[src/rtl/sfbi_pkg.sv]
`timescale 1ns / 1ps

package sfbi_pkg;

  localparam int BUCKET_BITS = 20;
  localparam int SUM_BITS    = 32;
  localparam int BYTE_BITS   = 8;
  localparam int FILL_BITS   = $clog2(SUM_BITS / BYTE_BITS);
  localparam int STEP_BITS   = $clog2(SUM_BITS);
  localparam int OUT_TDATA_W = ((BUCKET_BITS + 7) / 8) * 8;

  localparam int FIFO_DEPTH  = 2;
  localparam int FIFO_AW     = $clog2(FIFO_DEPTH);
  localparam int FIFO_CW     = $clog2(FIFO_DEPTH + 1);

  typedef struct packed {
    logic                valid;
    logic [SUM_BITS-1:0] sum;
  } sfbi_push_t;

  typedef enum logic [1:0] {
    SFBI_IDLE,
    SFBI_RUN,
    SFBI_DONE
  } sfbi_state_e;

endpackage

[src/rtl/sfbi_front.sv]
`timescale 1ns / 1ps

module sfbi_front (
  input  logic                           clk_i,
  input  logic                           rst_ni,
  input  logic                           key_valid_i,
  output logic                           key_ready_o,
  input  logic [sfbi_pkg::BYTE_BITS-1:0] key_byte_i,
  input  logic                           key_last_i,
  input  logic                           full_i,
  output sfbi_pkg::sfbi_push_t           push_o
);

  logic [sfbi_pkg::SUM_BITS-1:0]  group_word_q, group_word_d;
  logic [sfbi_pkg::FILL_BITS-1:0] group_fill_q, group_fill_d;
  logic [sfbi_pkg::SUM_BITS-1:0]  running_sum_q, running_sum_d;
  logic [sfbi_pkg::SUM_BITS-1:0]  word_next;
  logic [sfbi_pkg::SUM_BITS-1:0]  sum_next;
  logic                           fire;
  logic                           group_full;

  assign key_ready_o = !full_i;
  assign fire        = key_valid_i && key_ready_o;
  assign word_next   = {group_word_q[sfbi_pkg::SUM_BITS-sfbi_pkg::BYTE_BITS-1:0], key_byte_i};
  assign group_full  = (group_fill_q == '1);
  // full or partial group, the final sum is always the old sum plus the new word
  assign sum_next    = running_sum_q + word_next;

  always_comb begin
    group_word_d  = group_word_q;
    group_fill_d  = group_fill_q;
    running_sum_d = running_sum_q;
    if (fire) begin
      if (key_last_i || group_full) begin
        group_word_d  = '0;
        group_fill_d  = '0;
        running_sum_d = key_last_i ? '0 : sum_next;
      end else begin
        group_word_d = word_next;
        group_fill_d = group_fill_q + 1'b1;
      end
    end
  end

  assign push_o.valid = fire && key_last_i;
  assign push_o.sum   = sum_next;

  always_ff @(posedge clk_i or negedge rst_ni) begin
    if (!rst_ni) begin
      group_word_q  <= '0;
      group_fill_q  <= '0;
      running_sum_q <= '0;
    end else begin
      group_word_q  <= group_word_d;
      group_fill_q  <= group_fill_d;
      running_sum_q <= running_sum_d;
    end
  end

endmodule

[src/rtl/sfbi_fifo.sv]
`timescale 1ns / 1ps

module sfbi_fifo (
  input  logic                          clk_i,
  input  logic                          rst_ni,
  input  sfbi_pkg::sfbi_push_t          push_i,
  output logic                          full_o,
  output logic                          pop_valid_o,
  input  logic                          pop_ready_i,
  output logic [sfbi_pkg::SUM_BITS-1:0] pop_sum_o
);

  logic [sfbi_pkg::SUM_BITS-1:0] mem_q [sfbi_pkg::FIFO_DEPTH];
  logic [sfbi_pkg::FIFO_AW-1:0]  wr_ptr_q, wr_ptr_d;
  logic [sfbi_pkg::FIFO_AW-1:0]  rd_ptr_q, rd_ptr_d;
  logic [sfbi_pkg::FIFO_CW-1:0]  count_q, count_d;
  logic                          do_push;
  logic                          do_pop;

  assign full_o      = (count_q == sfbi_pkg::FIFO_CW'(sfbi_pkg::FIFO_DEPTH));
  assign pop_valid_o = (count_q != '0);
  assign pop_sum_o   = mem_q[rd_ptr_q];
  assign do_push     = push_i.valid && !full_o;
  assign do_pop      = pop_valid_o && pop_ready_i;

  always_comb begin
    wr_ptr_d = do_push ? wr_ptr_q + 1'b1 : wr_ptr_q;
    rd_ptr_d = do_pop  ? rd_ptr_q + 1'b1 : rd_ptr_q;
    count_d  = count_q;
    if (do_push && !do_pop) begin
      count_d = count_q + 1'b1;
    end else if (do_pop && !do_push) begin
      count_d = count_q - 1'b1;
    end
  end

  always_ff @(posedge clk_i) begin
    if (do_push) begin
      mem_q[wr_ptr_q] <= push_i.sum;
    end
  end

  always_ff @(posedge clk_i or negedge rst_ni) begin
    if (!rst_ni) begin
      wr_ptr_q <= '0;
      rd_ptr_q <= '0;
      count_q  <= '0;
    end else begin
      wr_ptr_q <= wr_ptr_d;
      rd_ptr_q <= rd_ptr_d;
      count_q  <= count_d;
    end
  end

endmodule

[src/rtl/sfbi_mod.sv]
`timescale 1ns / 1ps

module sfbi_mod (
  input  logic                             clk_i,
  input  logic                             rst_ni,
  input  logic [sfbi_pkg::BUCKET_BITS-1:0] bucket_count_i,
  input  logic                             sum_valid_i,
  output logic                             sum_ready_o,
  input  logic [sfbi_pkg::SUM_BITS-1:0]    sum_i,
  output logic                             out_valid_o,
  input  logic                             out_ready_i,
  output logic [sfbi_pkg::BUCKET_BITS-1:0] out_index_o
);

  sfbi_pkg::sfbi_state_e                state_q, state_d;
  logic [sfbi_pkg::SUM_BITS-1:0]        dividend_q, dividend_d;
  logic [sfbi_pkg::BUCKET_BITS-1:0]     rem_q, rem_d;
  logic [sfbi_pkg::STEP_BITS-1:0]       step_q, step_d;
  logic [sfbi_pkg::BUCKET_BITS:0]       rem_shift;
  logic [sfbi_pkg::BUCKET_BITS:0]       divisor_ext;

  // restoring remainder, one dividend bit per cycle
  assign rem_shift   = {rem_q, dividend_q[sfbi_pkg::SUM_BITS-1]};
  assign divisor_ext = {1'b0, bucket_count_i};

  assign sum_ready_o = (state_q == sfbi_pkg::SFBI_IDLE);
  assign out_valid_o = (state_q == sfbi_pkg::SFBI_DONE);
  assign out_index_o = (bucket_count_i == '0) ? '0 : rem_q;

  always_comb begin
    state_d    = state_q;
    dividend_d = dividend_q;
    rem_d      = rem_q;
    step_d     = step_q;
    case (state_q)
      sfbi_pkg::SFBI_IDLE: begin
        if (sum_valid_i) begin
          dividend_d = sum_i;
          rem_d      = '0;
          step_d     = '0;
          state_d    = sfbi_pkg::SFBI_RUN;
        end
      end
      sfbi_pkg::SFBI_RUN: begin
        dividend_d = {dividend_q[sfbi_pkg::SUM_BITS-2:0], 1'b0};
        if (rem_shift >= divisor_ext) begin
          rem_d = sfbi_pkg::BUCKET_BITS'(rem_shift - divisor_ext);
        end else begin
          rem_d = sfbi_pkg::BUCKET_BITS'(rem_shift);
        end
        step_d = step_q + 1'b1;
        if (step_q == sfbi_pkg::STEP_BITS'(sfbi_pkg::SUM_BITS - 1)) begin
          state_d = sfbi_pkg::SFBI_DONE;
        end
      end
      sfbi_pkg::SFBI_DONE: begin
        if (out_ready_i) begin
          state_d = sfbi_pkg::SFBI_IDLE;
        end
      end
      default: state_d = sfbi_pkg::SFBI_IDLE;
    endcase
  end

  always_ff @(posedge clk_i or negedge rst_ni) begin
    if (!rst_ni) begin
      state_q <= sfbi_pkg::SFBI_IDLE;
      step_q  <= '0;
    end else begin
      state_q <= state_d;
      step_q  <= step_d;
    end
  end

  always_ff @(posedge clk_i) begin
    dividend_q <= dividend_d;
    rem_q      <= rem_d;
  end

endmodule

[src/rtl/string_fold_bucket_index.sv]
`timescale 1ns / 1ps

// String fold to bucket index.
// Slave stream carries a key one byte per transfer: tdata holds key_byte,
// tlast marks the key's final byte. Bytes are packed big-endian into 32-bit
// groups that are summed with wraparound; the master stream returns one
// transfer per key with bucket_index = sum mod bucket_count (0 if the count
// is 0) in tdata bits [19:0], upper bits zero.
// bucket_count must be written through cfg_we_i / cfg_wdata_i only while no
// key is in flight; the block does not enforce this. Key bytes are taken one
// per cycle while the queue is not full; the final sum enters a two-entry
// queue, and a bit-serial remainder unit loads it, reduces it a dividend bit
// at a time and holds the result until the receiver takes it. Short keys fill
// the queue and then the slave side stalls until the back end frees an entry.
// When the receiver stalls, the result stays on the master port and the
// front keeps taking bytes until the queue is full.
// Reset clears the key state, the queue and bucket_count, and returns the remainder unit to idle.
module string_fold_bucket_index (
  input  logic                             clk_i,
  input  logic                             rst_ni,
  input  logic                             cfg_we_i,
  input  logic [sfbi_pkg::BUCKET_BITS-1:0] cfg_wdata_i,
  input  logic                             s_axis_tvalid,
  output logic                             s_axis_tready,
  input  logic [sfbi_pkg::BYTE_BITS-1:0]   s_axis_tdata,  // [7:0] key_byte
  input  logic                             s_axis_tlast,
  output logic                             m_axis_tvalid,
  input  logic                             m_axis_tready,
  output logic [sfbi_pkg::OUT_TDATA_W-1:0] m_axis_tdata   // [19:0] bucket_index
);

  logic [sfbi_pkg::BUCKET_BITS-1:0] bucket_count_q;
  sfbi_pkg::sfbi_push_t             push;
  logic                             fifo_full;
  logic                             fifo_valid;
  logic                             fifo_ready;
  logic [sfbi_pkg::SUM_BITS-1:0]    fifo_sum;
  logic [sfbi_pkg::BUCKET_BITS-1:0] out_index;

  always_ff @(posedge clk_i or negedge rst_ni) begin
    if (!rst_ni) begin
      bucket_count_q <= '0;
    end else if (cfg_we_i) begin
      bucket_count_q <= cfg_wdata_i;
    end
  end

  sfbi_front u_front (
    .clk_i       (clk_i),
    .rst_ni      (rst_ni),
    .key_valid_i (s_axis_tvalid),
    .key_ready_o (s_axis_tready),
    .key_byte_i  (s_axis_tdata),
    .key_last_i  (s_axis_tlast),
    .full_i      (fifo_full),
    .push_o      (push)
  );

  sfbi_fifo u_fifo (
    .clk_i       (clk_i),
    .rst_ni      (rst_ni),
    .push_i      (push),
    .full_o      (fifo_full),
    .pop_valid_o (fifo_valid),
    .pop_ready_i (fifo_ready),
    .pop_sum_o   (fifo_sum)
  );

  sfbi_mod u_mod (
    .clk_i          (clk_i),
    .rst_ni         (rst_ni),
    .bucket_count_i (bucket_count_q),
    .sum_valid_i    (fifo_valid),
    .sum_ready_o    (fifo_ready),
    .sum_i          (fifo_sum),
    .out_valid_o    (m_axis_tvalid),
    .out_ready_i    (m_axis_tready),
    .out_index_o    (out_index)
  );

  assign m_axis_tdata = sfbi_pkg::OUT_TDATA_W'(out_index);

`ifndef NO_ASSERTIONS
  a_index_in_range: assert property (@(posedge clk_i) disable iff (!rst_ni)
    (m_axis_tvalid && bucket_count_q != '0) |-> (out_index < bucket_count_q))
    else $error("bucket index not below bucket count");

  a_zero_count: assert property (@(posedge clk_i) disable iff (!rst_ni)
    (m_axis_tvalid && bucket_count_q == '0) |-> (out_index == '0))
    else $error("nonzero index with zero bucket count");

  a_no_push_when_full: assert property (@(posedge clk_i) disable iff (!rst_ni)
    push.valid |-> !fifo_full)
    else $error("final sum pushed into a full queue");

  a_result_follows_pop: assert property (@(posedge clk_i) disable iff (!rst_ni)
    $rose(m_axis_tvalid) |-> $past(!fifo_ready, 1))
    else $error("result raised without a remainder run");
`endif

endmodule
[config.mk]
export PLATFORM = sky130hd
export DESIGN_NAME = string_fold_bucket_index
export DESIGN_NICKNAME = d
export VERILOG_FILES = /design/src/rtl/sfbi_pkg.sv /design/src/rtl/sfbi_front.sv /design/src/rtl/sfbi_fifo.sv /design/src/rtl/sfbi_mod.sv /design/src/rtl/string_fold_bucket_index.sv
export SDC_FILE = /design/constraint.sdc
export NUM_CORES = 1
export LEC_CHECK = 0
export ABC_AREA = 1
export ABC_CLOCK_PERIOD_IN_PS = 5820
export BUFFER_PORTS_ARGS = -buffer_cell sky130_fd_sc_hd__buf_2
export CAP_MARGIN = 20
export CORE_MARGIN = 5
export CORE_UTILIZATION = 50
export DETAILED_ROUTE_END_ITERATION = 8
export PLACE_DENSITY = 0.75
export SYNTH_ARGS = -nofsm -noshare
export SYNTH_HDL_FRONTEND = slang
export SYNTH_HIERARCHICAL = 1
export SYNTH_SLANG_ARGS = --single-unit
[constraint.sdc]
create_clock -name clk_i -period 5.82 [get_ports clk_i]
set_input_delay 0 -clock clk_i [delete_from_list [all_inputs] [get_ports clk_i]]
set_output_delay 0 -clock clk_i [all_outputs]
set_load 0.02 [all_outputs]
==> run_results.csv, run 1 <==
group,metric,value,unit
sta,max_freq,0.379,GHz
global_routing,antenna_found_initial,0,
clock_tree,clk_path_buf_depth,3,
sta,hold_viol,0,
clock_tree,numCtsBuffers,23,
worst_setup_path,cpPeakStageDelay,650,ps
detailed_routing,antenna_left,0,
placed_design,io_buffers,55,
detailed_routing,wl_per_cell,14.8,um
detailed_routing,wl,30300,um
placed_design,dp_cells,1960,
finish,fin_nets,1798,
finish,design_area,14400,um^2
finish,antenna_cells,0,
clock_tree,insertion_delay,510,ps
power_and_ir_drop,powerDensity,521,nW/um^2
finish,stdcell_count,2053,
sta,min_period_over_period,45.4,%
die,core-area,25000,um^2
detailed_routing,dr.first_iter.drc_count,655,
synth,synth_area,12600,um^2
die,start_util,50.5,%
synth,netlist_instances,1605,
detailed_routing,drc_errors,0,
placed_design,dp_hpwl,22200,um
die,die_w,169,um
sta,finalMaxSlewViolations,0,
worst_setup_path,cp.arrival,3000,ps
power_and_ir_drop,p_leak,0.00747,uW
finish,synthToLayoutAreaGrowth,13.6,%
die,die_y,169,um
worst_setup_path,worstSetupEndpointType,"flip-flop",
synth,synth-edff-count,116,
placed_design,place.gp.congestion,0.921,
synth,ys_warn_count,6,
worst_setup_path,cp_max_fo,27,
finish,drive_gt1_share,13.9,%
finish,nFillCells,2217,
detailed_routing,drt_pass1_iterations,5,
synth,synth_cell_types,44,
global_routing,grt_pass1_vias,10100,
die,io_pins,60,
worst_setup_path,slowest_stage,"nand2_1",
min_path,hp-class,"in2async",
worst_setup_path,crit_type,"reg2reg",
sta,rsz0062_at_grt,"no",
synth,synth_seq_cells,205,
clock_tree,root_buffer,"clkbuf_16",
sta,fin_tns_setup,0,ps
placed_design,postPlaceCellArea,13100,um^2
global_routing,grt_usage,21.3,%
global_routing,grt_max_degree,58,
sta,fin_crit,2640,ps
global_routing,grt_overflow,0,
sta,max_slew_margin,46.6,%
worst_setup_path,crit_buf_inv,2,
die,die_area,28600,um^2
worst_setup_path,crit_required,6180,ps
run,drv_cap,0,
sta,setup_viol,0,
worst_setup_path,r2r_setup_slack,3180,ps
power_and_ir_drop,irDropWorstVdd,283,uV
clock_tree,clk_pin_slew,60,ps
detailed_routing,vias,10300,
worst_setup_path,startpoint_type,"flip-flop",
die,rows,58,
sta,clock_skew,11.2,ps
detailed_routing,viasPerCell,5.00,
sta,tightest_slew,799,ps
worst_setup_path,crit_path_frequent_cell,"nand2_1",
worst_setup_path,crit_path_cell_trace,"nor2_2 -> inv_1 -> nand2_1 -> clkinv_1 -> nand2_1 -> o21ai_0",
clock_tree,cts_tree,"built",
clock_tree,cts_setup_buffers,0,
synth,async_flop_share,43.4,%
synth,yosysSeqAreaShare,45.2,%
outcome,status,"complete, no violations",
synth,synth_flop_cell,"edfxtp_1",
synth,syn_avg_cell_area,7.88,um^2
clock_tree,cts_sinks,205,
worst_setup_path,crit_family,"simple AND/OR/NAND/NOR gates",
global_routing,grt_pass1_wl,49900,um
clock_tree,cts-htree-levels,1,
-- cell type report --
type | count | area [um^2] | share of cell area [%]
well taps | 330 | 413 | 2.87
clock buffers | 33 | 623 | 4.34
repair buffers | 113 | 845 | 5.88
clock inverters | 8 | 91.3 | 0.636
flip-flops and latches | 205 | 5710 | 39.7
inverters | 246 | 931 | 6.48
multi-input cells | 1118 | 5750 | 40.0
-- kinds of logic after synthesis --
group | synth area share [%]
simple gates | 33.0
xor+xnor | 2.18
fa+ha+maj | 5.76
compound gates | 4.32
flops | 45.2
buf+inv | 9.58
other cells | 0.0297
-- per-stage QoR --
step	power [uW]	setup WS, ps	utilization (%)	hold WS (ps)
final	7480	3180	57.4	18.8
after global routing	8080	2950	57.4	70.9
after CTS	7500	3100	57.3	24.8
after detailed placement	6060	3220	52.4	18.8
after global placement	5990	3290	52.4	25.5
after floorplan	5240	2800	-	-296
-- cell usage in the layout, fill, tap and decap left out, drive strengths merged, types with 6 or more instances in the layout --
master       synthesis  final
nand4                8      8
o22ai                9      9
clkinv               1      6
nand3               79     79
a21oi               37     37
inv                245    245
clkbuf              12     33
o21ai               41     41
xor2                20     20
xnor2                8      8
nand2              676    676
buf                 27     62
nor2               135    135
nor3                 9      9
dlygate4sd3          0     51
and2                15     15
dfrtp               89     89
ha                  55     55
edfxtp             116    116
-- worst paths after layout --
check | startpoint | endpoint | cells after the start
setup / recovery | u_fifo/count_q[0] | u_front/group_word_q[23] | 6
hold / removal | rst_ni | u_front/running_sum_q[7] | 2
setup reg to reg | u_fifo/count_q[0] | u_front/group_word_q[23] | 6
hold reg to reg | bucket_count_q[1] | bucket_count_q[1] | 2
max in group asynchronous | rst_ni | bucket_count_q[12] | 3
min in group clk_i | s_axis_tvalid | u_front/group_word_q[22] | 4
-- cells in the mapped netlist (4+ instances only) --
cell type,n,share of area (%)
nand2_1,594,18
inv_1,220,6.5
edfxtp_1,116,28
nor2_1,115,3.4
dfrtp_1,89,18
nand3_1,76,3.0
ha_1,55,5.4
nand2_2,49,2.4
a21oi_1,34,1.3
nand2_4,33,2.9
inv_2,24,0.71
o21ai_0,24,0.95
nor2_2,17,0.84
o21ai_1,17,0.67
xor2_1,16,1.1
and2_1,15,0.74
clkbuf_1,12,0.36
buf_4,9,0.53
o22ai_1,9,0.45
nand4_1,8,0.40
xnor2_1,8,0.55
buf_6,6,0.53
nor3_2,6,0.47
a22o_1,5,0.35
buf_2,5,0.20
buf_1,4,0.12
nand3b_1,4,0.24
xor2_2,4,0.51
-- registers in the layout, indices dropped and copies added, names as in the netlist --
| register | cells |
|---|---|
| bucket_count_q | 20 |
| u_fifo/count_q | 2 |
| u_fifo/mem_q | 64 |
| u_fifo/rd_ptr_q | 1 |
| u_fifo/wr_ptr_q | 1 |
| u_front/group_fill_q | 2 |
| u_front/group_word_q | 24 |
| u_front/running_sum_q | 32 |
| u_mod/dividend_q | 32 |
| u_mod/rem_q | 20 |
| u_mod/state_q | 2 |
| u_mod/step_q | 5 |
-- timing repair --
action,4_1_cts,5_1_grt
hold buffers,51,0
resized for setup,0,0
hold endpoints to repair,102,0
-- metal layers --
layer  GRT usage [%]  vias to the layer above  wire length [um]  share of wire [%]
met5               0                        -                 0                  0
met3            2.83                       63              1360                4.5
li1                -                     5196                 -                  -
met2            36.6                      239             14700                 48
met4            6.06                        0               874                2.9
met1            28.4                     4769             13400                 44
-- report_power, final --
part | internal (uW) | leakage [uW] | switching (uW)
logic | 1170 | 0.00481 | 2370
clock network | 830 | 0.000347 | 550
registers | 2280 | 0.00230 | 281
total | 4280 | 0.00747 | 3200
Power figures use the tool's default switching activity.
==> run 2, diff against run 1 <==
--- a/config.mk
+++ b/config.mk
@@ -6,13 +6,13 @@
 export NUM_CORES = 1
 export LEC_CHECK = 0
 export ABC_AREA = 1
-export ABC_CLOCK_PERIOD_IN_PS = 5820
+export ABC_CLOCK_PERIOD_IN_PS = 2400
 export BUFFER_PORTS_ARGS = -buffer_cell sky130_fd_sc_hd__buf_2
 export CAP_MARGIN = 20
 export CORE_MARGIN = 5
 export CORE_UTILIZATION = 50
 export DETAILED_ROUTE_END_ITERATION = 8
-export PLACE_DENSITY = 0.75
+export PLACE_DENSITY = 0.78
 export SYNTH_ARGS = -nofsm -noshare
 export SYNTH_HDL_FRONTEND = slang
 export SYNTH_HIERARCHICAL = 1
==> constraint.sdc (replaced) <==
create_clock -name clk_i -period 2.4 [get_ports clk_i]
set_input_delay 0 -clock clk_i [delete_from_list [all_inputs] [get_ports clk_i]]
set_output_delay 0 -clock clk_i [all_outputs]
set_load 0.02 [all_outputs]
==> run 2 against run 1 <==
  * Wire length is 0.24% higher
  * Via count rose by 1.9%
  * Setup slack worse by 3100 ps
  * Die area stayed put
  * Non-clock buffer count grew 18
  * Critical endpoint is now u_mod/rem_q[6]
  * Largest power group unchanged
==> run_results.csv, run 2 (synthesized netlist as in run 1, its figures left out) <==
group,metric,value,unit
global_routing,grt.busiest_layer,"met2",
global_routing,grt_usage,21.4,%
power_and_ir_drop,power.internal,10900,uW
die,core-area,25000,um^2
power_and_ir_drop,pwr-share-seq,33.0,%
die,rows,58,
power_and_ir_drop,powerDensity,1280,nW/um^2
finish,fin_nets,1817,
placed_design,dp_hpwl,22400,um
run,drv_cap,0,
clock_tree,numCtsBuffers,24,
sta,fin_tns_setup,0,ps
clock_tree,clk_path_buf_depth,3,
placed_design,place.gp.congestion,0.947,
clock_tree,clk_pin_slew,60,ps
clock_tree,cts_sinks,205,
clock_tree,cts_tree,"built",
finish,nFillCells,2219,
sta,fin_crit,2280,ps
global_routing,grt_overflow,0,
finish,top_register,"u_fifo/mem_q",
sta,min_period_over_period,95.0,%
detailed_routing,dr.first_iter.drc_count,696,
detailed_routing,wl,30400,um
global_routing,use_met1,27.6,%
finish,largest_reg_flops,64,
power_and_ir_drop,irDropWorstVdd,808,uV
die,die_area,28600,um^2
detailed_routing,wl_per_cell,14.6,um
sta,clock_skew,12.8,ps
worst_setup_path,crit_required,2660,ps
power_and_ir_drop,p_sw_share,42.0,%
die,die_w,169,um
sta,hold_viol,0,
min_path,hp-class,"in2async",
global_routing,grt_pass1_vias,10300,
sta,fin_ws,121,ps
sta,max_freq,0.439,GHz
clock_tree,cts-htree-levels,1,
power_and_ir_drop,switching_power,7900,uW
sta,setup_viol,0,
sta,tightest_slew,597,ps
placed_design,io_buffers,55,
worst_setup_path,cp_max_fo,14,
finish,drive_gt1_share,15.4,%
sta,finalMaxSlewViolations,0,
finish,largestRegisters,"u_fifo/mem_q: 64 flops, u_front/running_sum_q: 32 flops, u_mod/dividend_q: 32 flops",
worst_setup_path,crit_type,"reg2reg",
global_routing,met2_usage,38.0,%
sta,max_slew_margin,60.2,%
worst_setup_path,cp.arrival,2540,ps
clock_tree,root_buffer,"clkbuf_16",
finish,synthToLayoutAreaGrowth,16.3,%
finish,final_common_cell,"nand2_1",
worst_setup_path,startpoint_type,"flip-flop",
clock_tree,insertion_delay,510,ps
detailed_routing,viasPerCell,5.04,
detailed_routing,vias,10500,
die,die_y,169,um
outcome,status,"complete, no violations",
finish,layout_common_cells,"nand2_1, inv_1, edfxtp_1, nor2_1, dfrtp_1",
finish,antenna_cells,0,
power_and_ir_drop,power_frac_comb,46.9,%
power_and_ir_drop,p_leak,0.00763,uW
die,io_pins,60,
global_routing,grt_max_degree,58,
global_routing,use_met3,2.20,%
power_and_ir_drop,clock_power_share,20.1,%
detailed_routing,drc_errors,0,
global_routing,grt_pass1_wl,50400,um
die,start_util,50.5,%
placed_design,detailedPlace.worstSlack,7.24,ps
worst_setup_path,worstSetupEndpointType,"flip-flop",
global_routing,antenna_found_initial,0,
detailed_routing,drt_pass1_iterations,5,
detailed_routing,antenna_left,0,
## run 2: cell count changes in the layout (fill, tap and decap cells not counted), sizes merged
cell | before | now
buf | 62 | 80
clkinv | 6 | 5
clkbuf | 33 | 34
inv | 245 | 246
bufinv | 2 | 4
## run 2: per-layer routing
metal	part of all wire, %	up-vias
met5	0	-
met4	3.9	0
met3	4.1	75
met2	49	240
met1	43	4907
li1	-	5236
## run 2: critical path: stages, from the launching register on
cell      delay (ps)
edfxtp_1         420
ha_1             370
nand2_2          120
inv_1             40
nand2_1           90
nand3_2          120
nand2_1          120
nand2_2           90
nand2_4          130
nand2_8          120
buf_4            200
o21ai_1          140
nor2_1            60
## run 2: area by class of cell
| cell class | instances | area [um^2] | area share (%) |
|---|---|---|---|
| clock inverter | 10 | 154 | 1.05 |
| multi-input combinational | 1118 | 5810 | 39.5 |
| tap | 330 | 413 | 2.81 |
| clock buffer | 34 | 669 | 4.55 |
| timing repair buffer | 131 | 1020 | 6.91 |
| sequential | 205 | 5710 | 38.8 |
| inverter | 246 | 933 | 6.34 |
## run 2: timing repair
| action | CTS | global route |
|---|---|---|
| resized for setup | 0 | 13 |
| buffers inserted | 0 | 4 |
| cloned | 0 | 0 |
| hold buffers | 51 | 0 |
| pin swaps | 0 | 2 |
| endpoints found under the setup margin | 2 | 32 |
| hold endpoints to repair | 130 | 0 |
## run 2: final timing paths
check | endpoint | cells past startpoint | slack [ps] | startpoint
setup / recovery | u_mod/rem_q[6] | 12 | 120 | u_mod/rem_q[3]
hold / removal | u_front/group_word_q[2] | 2 | 0.6 | rst_ni
setup reg to reg | u_mod/rem_q[6] | 12 | 120 | u_mod/rem_q[3]
hold reg to reg | bucket_count_q[2] | 2 | 470 | bucket_count_q[2]
max in group asynchronous | bucket_count_q[0] | 3 | 1680 | rst_ni
min in group clk_i | u_front/group_word_q[23] | 5 | 70 | s_axis_tvalid
## run 2: per-stage QoR
| step | instances | hold WS [ps] | power [uW] | cell area, um^2 | utilization, % |
|---|---|---|---|---|---|
| after floorplan | 1608 | -296 | 12700 | 12700 | - |
| after global placement | 1975 | 1.14 | 14500 | 13300 | 53.1 |
| after detailed placement | 1975 | 7.89 | 14800 | 13300 | 53.1 |
| after CTS | 2070 | 1.43 | 18800 | 14600 | 58.4 |
| after global routing | 2074 | 42.9 | 20300 | 14700 | 58.8 |
| final | 2074 | 0.567 | 18800 | 14700 | 58.8 |
## run 2: power groups by stage
stage	clock [uW]	combinational, uW	sequential [uW]
detailed placement	0	8580	6230
floorplan	0	6660	6050
global route	4020	9930	6320
CTS	3880	8700	6190
global placement	0	8340	6180
finish	3790	8830	6200
